### src/hw/rtl/ccsoc_pkg.sv
// ----------------------------------------------------------------------------
// ccsoc_pkg
// Shared types and constants for the coulomb counter block.
// ----------------------------------------------------------------------------
package ccsoc_pkg;

  localparam int CHARGE_BITS_DEF = 42;

  localparam int OP_W   = 2;
  localparam int CAP_W  = 20;
  localparam int MS_W   = 16;
  localparam int CUR_W  = 20;
  localparam int REM_W  = 20;
  localparam int SOC_W  = 14;
  localparam int PROD_W = MS_W + 1 + CUR_W - 1;
  localparam int MAMS_W = 22;
  localparam int FULL_W = CAP_W + MAMS_W;

  localparam logic [MAMS_W-1:0] MAMS_PER_MAH = 22'd3600000;
  localparam logic [SOC_W-1:0]  SOC_SCALE    = 14'd10000;
  localparam logic [CAP_W-1:0]  CAP_RESET    = 20'd10000;

  // mA*ms per mAh is 2^7 * 28125; y / 28125 is (y * MAH_RECIP) >> 46 for y < 2^35
  localparam int                     MAH_PRE_SHIFT  = 7;
  localparam int                     MAH_RECIP_W    = 32;
  localparam logic [MAH_RECIP_W-1:0] MAH_RECIP      = 32'd2501999793;
  localparam int                     MAH_POST_SHIFT = 46;

  typedef enum logic [OP_W-1:0] {
    OP_TICK  = 2'd0,
    OP_FULL  = 2'd1,
    OP_EMPTY = 2'd2
  } op_t;

  typedef enum logic [2:0] {
    S_IDLE,
    S_MUL,
    S_UPD,
    S_PREP,
    S_DIV,
    S_OUT
  } state_t;

  typedef struct packed {
    logic load_in;
    logic mul;
    logic upd;
    logic prep;
    logic div_step;
    logic finish;
  } ctrl_cmd_t;

  typedef struct packed {
    logic div_last;
  } dp_status_t;

endpackage

### src/hw/rtl/coulomb_counter_soc.sv
// ----------------------------------------------------------------------------
// coulomb_counter_soc
// Flow: a transaction passes the multiply, update, prep, 14-step serial state
// of charge divide and output states; no new input is taken until it is handed
// off. The mAh readout is a reciprocal multiply.
// Input is taken again while a finished result waits in the output register.
// Reset: capacity 10000 mAh, charge zero, no result pending.
// ----------------------------------------------------------------------------
module coulomb_counter_soc #(
  parameter int CHARGE_BITS = ccsoc_pkg::CHARGE_BITS_DEF
) (
  input  logic                               clk,
  input  logic                               rst_n,
  input  logic                               cfg_we,
  input  logic [ccsoc_pkg::CAP_W-1:0]        cfg_wdata,
  input  logic                               in_valid,
  output logic                               in_stall,
  input  logic [ccsoc_pkg::OP_W-1:0]         in_op,
  input  logic [ccsoc_pkg::MS_W-1:0]         in_elapsed_ms,
  input  logic signed [ccsoc_pkg::CUR_W-1:0] in_current_ma,
  output logic                               out_valid,
  input  logic                               out_stall,
  output logic [ccsoc_pkg::REM_W-1:0]        out_remaining_mah,
  output logic [ccsoc_pkg::SOC_W-1:0]        out_soc_centipercent,
  output logic                               out_at_full,
  output logic                               out_at_empty
);
  import ccsoc_pkg::*;

  ctrl_cmd_t  cmd;
  dp_status_t status;

  ccsoc_ctrl u_ctrl (
    .clk       (clk),
    .rst_n     (rst_n),
    .in_valid  (in_valid),
    .in_stall  (in_stall),
    .out_valid (out_valid),
    .out_stall (out_stall),
    .status    (status),
    .cmd       (cmd)
  );

  ccsoc_dp #(
    .CHARGE_BITS (CHARGE_BITS)
  ) u_dp (
    .clk                  (clk),
    .rst_n                (rst_n),
    .cmd                  (cmd),
    .status               (status),
    .cfg_we               (cfg_we),
    .cfg_wdata            (cfg_wdata),
    .in_op                (in_op),
    .in_elapsed_ms        (in_elapsed_ms),
    .in_current_ma        (in_current_ma),
    .out_remaining_mah    (out_remaining_mah),
    .out_soc_centipercent (out_soc_centipercent),
    .out_at_full          (out_at_full),
    .out_at_empty         (out_at_empty)
  );

endmodule

### src/hw/rtl/ccsoc_ctrl.sv
// ----------------------------------------------------------------------------
// ccsoc_ctrl
// Sequencer for one transaction: multiply, update, prepare, divide, hand off result.
// ----------------------------------------------------------------------------
module ccsoc_ctrl (
  input  logic                  clk,
  input  logic                  rst_n,
  input  logic                  in_valid,
  output logic                  in_stall,
  output logic                  out_valid,
  input  logic                  out_stall,
  input  ccsoc_pkg::dp_status_t status,
  output ccsoc_pkg::ctrl_cmd_t  cmd
);
  import ccsoc_pkg::*;

  state_t state_r, state_nxt;
  logic   out_valid_r, out_valid_nxt;

  always_ff @(posedge clk) begin
    if (!rst_n) begin
      state_r     <= S_IDLE;
      out_valid_r <= 1'b0;
    end else begin
      state_r     <= state_nxt;
      out_valid_r <= out_valid_nxt;
    end
  end

  always_comb begin
    state_nxt     = state_r;
    cmd           = '0;
    in_stall      = 1'b1;
    out_valid_nxt = out_valid_r && out_stall;
    case (state_r)
      S_IDLE: begin
        in_stall = !rst_n;
        if (in_valid && rst_n) begin
          cmd.load_in = 1'b1;
          state_nxt   = S_MUL;
        end
      end
      S_MUL: begin
        cmd.mul   = 1'b1;
        state_nxt = S_UPD;
      end
      S_UPD: begin
        cmd.upd   = 1'b1;
        state_nxt = S_PREP;
      end
      S_PREP: begin
        cmd.prep  = 1'b1;
        state_nxt = S_DIV;
      end
      S_DIV: begin
        cmd.div_step = 1'b1;
        if (status.div_last) begin
          state_nxt = S_OUT;
        end
      end
      S_OUT: begin
        if (!out_valid_r || !out_stall) begin
          cmd.finish    = 1'b1;
          out_valid_nxt = 1'b1;
          state_nxt     = S_IDLE;
        end
      end
      default: begin
        state_nxt = S_IDLE;
      end
    endcase
  end

  assign out_valid = out_valid_r;

endmodule

### src/hw/rtl/ccsoc_dp.sv
// ----------------------------------------------------------------------------
// ccsoc_dp
// Charge accumulator, clamp logic, serial soc divider and reciprocal mAh multiply.
// ----------------------------------------------------------------------------
module ccsoc_dp #(
  parameter int CHARGE_BITS = ccsoc_pkg::CHARGE_BITS_DEF
) (
  input  logic                              clk,
  input  logic                              rst_n,
  input  ccsoc_pkg::ctrl_cmd_t              cmd,
  output ccsoc_pkg::dp_status_t             status,
  input  logic                              cfg_we,
  input  logic [ccsoc_pkg::CAP_W-1:0]       cfg_wdata,
  input  logic [ccsoc_pkg::OP_W-1:0]        in_op,
  input  logic [ccsoc_pkg::MS_W-1:0]        in_elapsed_ms,
  input  logic signed [ccsoc_pkg::CUR_W-1:0] in_current_ma,
  output logic [ccsoc_pkg::REM_W-1:0]       out_remaining_mah,
  output logic [ccsoc_pkg::SOC_W-1:0]       out_soc_centipercent,
  output logic                              out_at_full,
  output logic                              out_at_empty
);
  import ccsoc_pkg::*;

  localparam int SW     = ((CHARGE_BITS > FULL_W) ? CHARGE_BITS : FULL_W) + 2;
  localparam int N_W    = FULL_W + SOC_W;
  localparam int CNT_W  = $clog2(SOC_W);
  localparam int Y_W    = FULL_W - MAH_PRE_SHIFT;
  localparam int Y_LO_W = Y_W / 2;
  localparam int Y_HI_W = Y_W - Y_LO_W;
  localparam int PH_W   = Y_HI_W + MAH_RECIP_W;
  localparam int PL_W   = Y_LO_W + MAH_RECIP_W;
  localparam int MP_W   = Y_W + MAH_RECIP_W;

  logic [CAP_W-1:0]       cap_r;
  logic [CHARGE_BITS-1:0] charge_r;
  logic [OP_W-1:0]        op_r;
  logic [MS_W-1:0]        ms_r;
  logic signed [CUR_W-1:0] cur_r;
  logic [PROD_W-1:0]      prod_r;
  logic [FULL_W-1:0]      full_r;
  logic                   flag_full_r, flag_empty_r;
  logic                   full_zero_r, soc_sat_r;
  logic [N_W-1:0]         n_r, d_r;
  logic [SOC_W-1:0]       q_r;
  logic [PH_W-1:0]        mh_r;
  logic [PL_W-1:0]        ml_r;
  logic [CNT_W-1:0]       cnt_r;
  logic [REM_W-1:0]       out_rem_r;
  logic [SOC_W-1:0]       out_soc_r;
  logic                   out_full_r, out_empty_r;

  logic [SW-1:0]          charge_w, full_w, wmax_w, limit_w, sum_w;
  logic [Y_W-1:0]         y_w;
  logic [MP_W-1:0]        mprod_w;

  assign charge_w = SW'(charge_r);
  assign full_w   = SW'(full_r);
  assign wmax_w   = (SW'(1) << CHARGE_BITS) - SW'(1);
  assign limit_w  = (full_w < wmax_w) ? full_w : wmax_w;
  assign sum_w    = charge_w + {{(SW-PROD_W){prod_r[PROD_W-1]}}, prod_r};

  assign y_w      = charge_w[FULL_W-1:MAH_PRE_SHIFT];
  assign mprod_w  = (MP_W'(mh_r) << Y_LO_W) + MP_W'(ml_r);

  assign status.div_last = (cnt_r == CNT_W'(SOC_W - 1));

  always_ff @(posedge clk) begin
    if (!rst_n) begin
      cap_r    <= CAP_RESET;
      charge_r <= '0;
    end else begin
      if (cfg_we) begin
        cap_r <= cfg_wdata;
      end
      if (cmd.upd) begin
        case (op_r)
          OP_TICK: begin
            if (sum_w[SW-1]) begin
              charge_r <= '0;
            end else if (sum_w > limit_w) begin
              charge_r <= limit_w[CHARGE_BITS-1:0];
            end else begin
              charge_r <= sum_w[CHARGE_BITS-1:0];
            end
          end
          OP_FULL: begin
            charge_r <= limit_w[CHARGE_BITS-1:0];
          end
          default: begin
            charge_r <= charge_r;
          end
        endcase
      end
    end
  end

  always_ff @(posedge clk) begin
    if (cmd.load_in) begin
      op_r  <= in_op;
      ms_r  <= in_elapsed_ms;
      cur_r <= in_current_ma;
    end
    if (cmd.mul) begin
      prod_r <= $signed({1'b0, ms_r}) * cur_r;
      full_r <= FULL_W'(cap_r) * FULL_W'(MAMS_PER_MAH);
    end
    if (cmd.upd) begin
      case (op_r)
        OP_TICK: begin
          flag_empty_r <= sum_w[SW-1];
          flag_full_r  <= !sum_w[SW-1] && (sum_w > limit_w);
        end
        OP_FULL: begin
          flag_empty_r <= 1'b0;
          flag_full_r  <= 1'b1;
        end
        default: begin
          flag_empty_r <= 1'b0;
          flag_full_r  <= 1'b0;
        end
      endcase
    end
    if (cmd.prep) begin
      full_zero_r <= (full_r == '0);
      soc_sat_r   <= (charge_w >= full_w);
      n_r         <= N_W'(charge_w[FULL_W-1:0]) * N_W'(SOC_SCALE);
      d_r         <= N_W'(full_r) << (SOC_W - 1);
      q_r         <= '0;
      mh_r        <= PH_W'(y_w[Y_W-1:Y_LO_W]) * PH_W'(MAH_RECIP);
      ml_r        <= PL_W'(y_w[Y_LO_W-1:0]) * PL_W'(MAH_RECIP);
      cnt_r       <= '0;
    end
    if (cmd.div_step) begin
      cnt_r <= cnt_r + CNT_W'(1);
      // restoring divide of the scaled charge by the full charge
      if (n_r >= d_r) begin
        n_r <= n_r - d_r;
        q_r <= {q_r[SOC_W-2:0], 1'b1};
      end else begin
        q_r <= {q_r[SOC_W-2:0], 1'b0};
      end
      d_r <= d_r >> 1;
    end
    if (cmd.finish) begin
      out_rem_r   <= mprod_w[MAH_POST_SHIFT+REM_W-1:MAH_POST_SHIFT];
      out_full_r  <= flag_full_r;
      out_empty_r <= flag_empty_r;
      if (full_zero_r) begin
        out_soc_r <= '0;
      end else if (soc_sat_r) begin
        out_soc_r <= SOC_SCALE;
      end else begin
        out_soc_r <= q_r;
      end
    end
  end

  assign out_remaining_mah    = out_rem_r;
  assign out_soc_centipercent = out_soc_r;
  assign out_at_full          = out_full_r;
  assign out_at_empty         = out_empty_r;

endmodule

### config.mk
export PLATFORM = sky130hd
export DESIGN_NAME = coulomb_counter_soc
export DESIGN_NICKNAME = d
export VERILOG_FILES = /design/src/hw/rtl/ccsoc_pkg.sv /design/src/hw/rtl/coulomb_counter_soc.sv /design/src/hw/rtl/ccsoc_ctrl.sv /design/src/hw/rtl/ccsoc_dp.sv
export SDC_FILE = /design/constraint.sdc
export NUM_CORES = 2
export LEC_CHECK = 0
export ABC_CLOCK_PERIOD_IN_PS = 8500
export BUFFER_PORTS_ARGS = -buffer_cell sky130_fd_sc_hd__clkbuf_2
export CORE_ASPECT_RATIO = 1.5
export CORE_MARGIN = 2
export CORE_UTILIZATION = 60
export DETAILED_ROUTE_END_ITERATION = 16
export PLACE_DENSITY = 0.77
export SYNTH_ARGS = -nofsm -noshare
export SYNTH_HDL_FRONTEND = slang
export SYNTH_SLANG_ARGS = --single-unit
### constraint.sdc
create_clock -name clk -period 8.5 [get_ports clk]
set_input_delay 0.85 -clock clk [delete_from_list [all_inputs] [get_ports clk]]
set_output_delay 0.85 -clock clk [all_outputs]
set_load 0.01 [all_outputs]
==> run_results.csv <==
group,metric,value,unit
timing,clock_skew,0.0275,ns
clocking,clockBufferDepth,3,
setup_path,crit_path_start_kind,"flip-flop",
yosys,syn_nets,8686,
power_and_ir_drop,p_leak,0.0354,µW
power_and_ir_drop,power.switching,12700,µW
timing,rsz0062_at_grt,"no",
timing,finalSetupViolations,0,
routing,vias,47200,
place,place_congestion,1.00,
yosys,avgSynthCellArea,9.48,µm²
clocking,htreeDepth,2,
routing,dr.first_iter.drc_count,2953,
yosys,synthArstFlopShare,0,%
clocking,post_cts_buffers,0,
timing,slew_headroom,17.1,%
yosys,synth_seq_cells,425,
final_layout,seqCellArea,0.0115,mm²
worst_hold_path,min-delay-start,"in_current_ma[17]",
grt,grt_use_total,31.9,%
power_and_ir_drop,power,25800,µW
clocking,cts_root_buf,"clkbuf_16",
final_layout,nets,8740,
yosys,yosysUniqueCellTypes,89,
setup_path,cp_cell_sequence,"fa_1 -> fa_1 -> fa_1 -> fa_1 -> inv_1 -> fa_1 -> fa_1 -> inv_1 -> ha_1 -> nand2_1 -> nor3_1 -> nand2_1 -> nor3_1 -> o2111ai_1 -> a21oi_1 -> nor2_1 -> o31ai_1 -> a21oi_1 -> o21bai_1 -> xor2_1",
yosys,syn_inst,6770,
setup_path,cp-end-kind,"flip-flop",
clocking,cts.clk_slew.worst_paths,0.07,ns
final_layout,final_cell_mix,"1,633 x inv_1, 965 x ha_1, 888 x fa_1",
timing,max_clock_freq,134,MHz
setup_path,critPathLaunch,"u_dp.charge_r[21]$_SDFFE_PN0P_",
floorplan,rows,146,
grt,grt_pass1_vias,50200,
run,drv_cap,0,
final_layout,n_antenna_cell,0,
setup_path,critPathArrivalTime,7.84,ns
final_layout,final_area,0.0680,mm²
yosys,yosysWarnings,0,
grt,grt_max_degree,97,
setup_path,path_common_cell,"fa_1",
grt,grt_overflow_total,0,
yosys,synth_ff_type,"edfxtp_1",
clocking,ctsResizeCount,0,
yosys,syn_area,0.0642,mm²
place,port_buffers,100,
timing,finalHoldViolations,0,
yosys,synth_edf_count,303,
timing,worstMarginPinSlew,1.23,ns
setup_path,r2r_cells,20,
power_and_ir_drop,intPower,13100,µW
power_and_ir_drop,max-vdd-ir-drop,0.376,mV
yosys,yosysTopAreaCell,"fa_1",
power_and_ir_drop,p_comb_share,75.5,%
floorplan,dieHeight,405,µm
worst_hold_path,worstHoldEndpoint,"u_dp.cur_r[17]$_DFFE_PP_",
floorplan,core,0.106,mm²
power_and_ir_drop,clock_power_share,9.0,%
final_layout,syn2layout_area_growth,6.00,%
floorplan,die_area,0.110,mm²
power_and_ir_drop,cellPowerDensity,379,mW/mm²
clocking,clock-sinks,425,
grt,antenna_found_initial,3,
clocking,cts-hold-fix-buffers,0,
final_layout,drive_gt1_share,4.09,%
timing,setup_ws,1.04,ns
routing,first_pass_iters,5,
timing,final.setup.tns,0,ns
setup_path,slowest_stage,"dfxtp_1",
timing,period_minus_slack,7.46,ns
power_and_ir_drop,p_seq_share,15.5,%
clocking,cts_buffers,50,
floorplan,fp.dieW,271,µm
clocking,cts_tree,"done",
setup_path,critPathMaxFanout,11,
final_layout,fin_util,64.3,%
routing,vias_per_cell,5.71,
final_layout,multiInputGateArea,0.0460,mm²
setup_path,cp.required,8.87,ns
routing,routed_wl,170000,µm
worst_hold_path,hold_depth,1,
floorplan,pin_count,101,
setup_path,reg2reg_to,"u_dp.ml_r[47]$_DFFE_PP_",
setup_path,critPathMaxStageDelay,0.87,ns
routing,ant_nets,0,
final_layout,final_common_cell,"inv_1",
power_and_ir_drop,switching_share,49.1,%
timing,min_period_over_period,87.8,%
worst_hold_path,hp-class,"in -> reg",
setup_path,ff2ff_setup_slack,1.04,ns
setup_path,r2r_start,"u_dp.charge_r[21]$_SDFFE_PN0P_",
routing,wl_per_cell,20.6,µm
place,pre_cts_ws,1.13,ns
yosys,post-synth-top-area-fraction,27.7,%
yosys,yosysSeqAreaShare,18.0,%
setup_path,critical_path_class,"reg -> reg",
routing,drc,0,
timing,maxSlewViolCount,0,
place,post-dp-hpwl,143000,µm
yosys,synthTopCellsByArea,"fa_1 28%, ha_1 19%, edfxtp_1 14%",
grt,grt_pass1_wl,271000,µm
place,dpl_cell_area,0.0663,mm²
clocking,clock_latency,0.65,ns
floorplan,initial_core_util,60.7,%
outcome,status,"complete, no violations",
final_layout,fill_cells,8641,
## registers in the layout, summed over array words and instances (netlist names), 16 cells and up
signal and count:
u_dp.mh_r 49, u_dp.charge_r 42, u_dp.ml_r 32, u_dp.prod_r 36
u_dp.d_r 55, u_dp.cur_r 20, u_dp.ms_r 16, u_dp.cap_r 20
u_dp.full_r 35, u_dp.out_remaining_mah 20, u_dp.n_r 56
## metal layers
layer  vias up  global-route usage (%)  routed length [µm]
li1      22000                       -                   -
met1     23300                    37.6               66300
met2      1401                    55.5               83200
met3       501                    3.68                8100
met4         4                    19.9               12600
met5         -                       0                  30
## cells in the mapped netlist (9+ instances only)
library cell  count
dfxtp_1         122
nor2b_1          55
nor3_1           47
xor2_1           83
a21o_1          154
and2_1          176
fa_1            888
nand4_1          56
mux2i_1          25
o21bai_1         35
a21boi_0         15
a211oi_1         44
a211o_1          10
o21a_1           47
o21ai_1          25
o211ai_1         25
nand2b_1         46
and3_1           42
nand2_1         479
and4_1           11
edfxtp_1        303
inv_1          1633
nand3_1          69
nor4_1           14
or2_2            11
or3_1            16
nor2_1          261
a21oi_1         277
buf_2            15
clkbuf_1        123
o21ai_0         240
a221oi_1         39
nor3b_1           9
o31ai_1          10
xnor2_1         188
ha_1            965
a31o_2            9
a31oi_1          54
## area by class of cell
type / count / share of cell area (%)
clock buffers: 60 / 1.99
well taps: 1406 / 2.59
clock inverters: 33 / 0.572
multi-input cells: 4561 / 67.5
repair buffers: 151 / 1.32
flip-flops and latches: 425 / 17.0
inverters: 1635 / 9.03
## power groups by stage
stage	Clock [µW]	Combinational [µW]	Sequential (µW)
after floorplan	0	15000	3770
after global placement	0	18600	4000
after detailed placement	0	19300	4010
after CTS	2370	19400	3970
after global routing	2430	22200	4020
final	2330	19500	3990
## cells by family after synthesis
| group | share of synthesized area, % |
|---|---|
| flops | 18.0 |
| compound gates | 11.1 |
| fa+ha+maj | 46.5 |
| xor+xnor | 3.70 |
| mux | 0.390 |
| buf+inv | 10.5 |
| simple gates | 9.85 |
## metrics by stage
step	instances	hold slack [ns]
finish	8271	0.392
detailed placement	8178	0.413
global route	8271	0.373
floorplan	6770	0.400
CTS	8271	0.353
global placement	8178	0.412
## critical path: cells and delay by family (launching register included)
kind	cells	cell delay, ns
compound gates	5	1.55
xor+xnor	1	0.08
fa+ha+maj	7	3.41
buf+inv	2	0.11
flops	1	0.87
simple gates	5	1.18
## worst max-delay path by stage
stage / to / slack (ns) / cells past startpoint
2_1_floorplan: u_dp.prod_r[34]$_DFFE_PP_ / 1.97 / 25
3_3_place_gp: u_dp.mh_r[48]$_DFFE_PP_ / 1.19 / 22
3_5_place_dp: u_dp.prod_r[34]$_DFFE_PP_ / 1.13 / 23
4_1_cts: u_dp.prod_r[34]$_DFFE_PP_ / 1.14 / 23
5_1_grt: u_dp.charge_r[30]$_SDFFE_PN0P_ / 0.53 / 22
6_report: u_dp.ml_r[47]$_DFFE_PP_ / 1.04 / 20
Power figures use the tool's default switching activity.
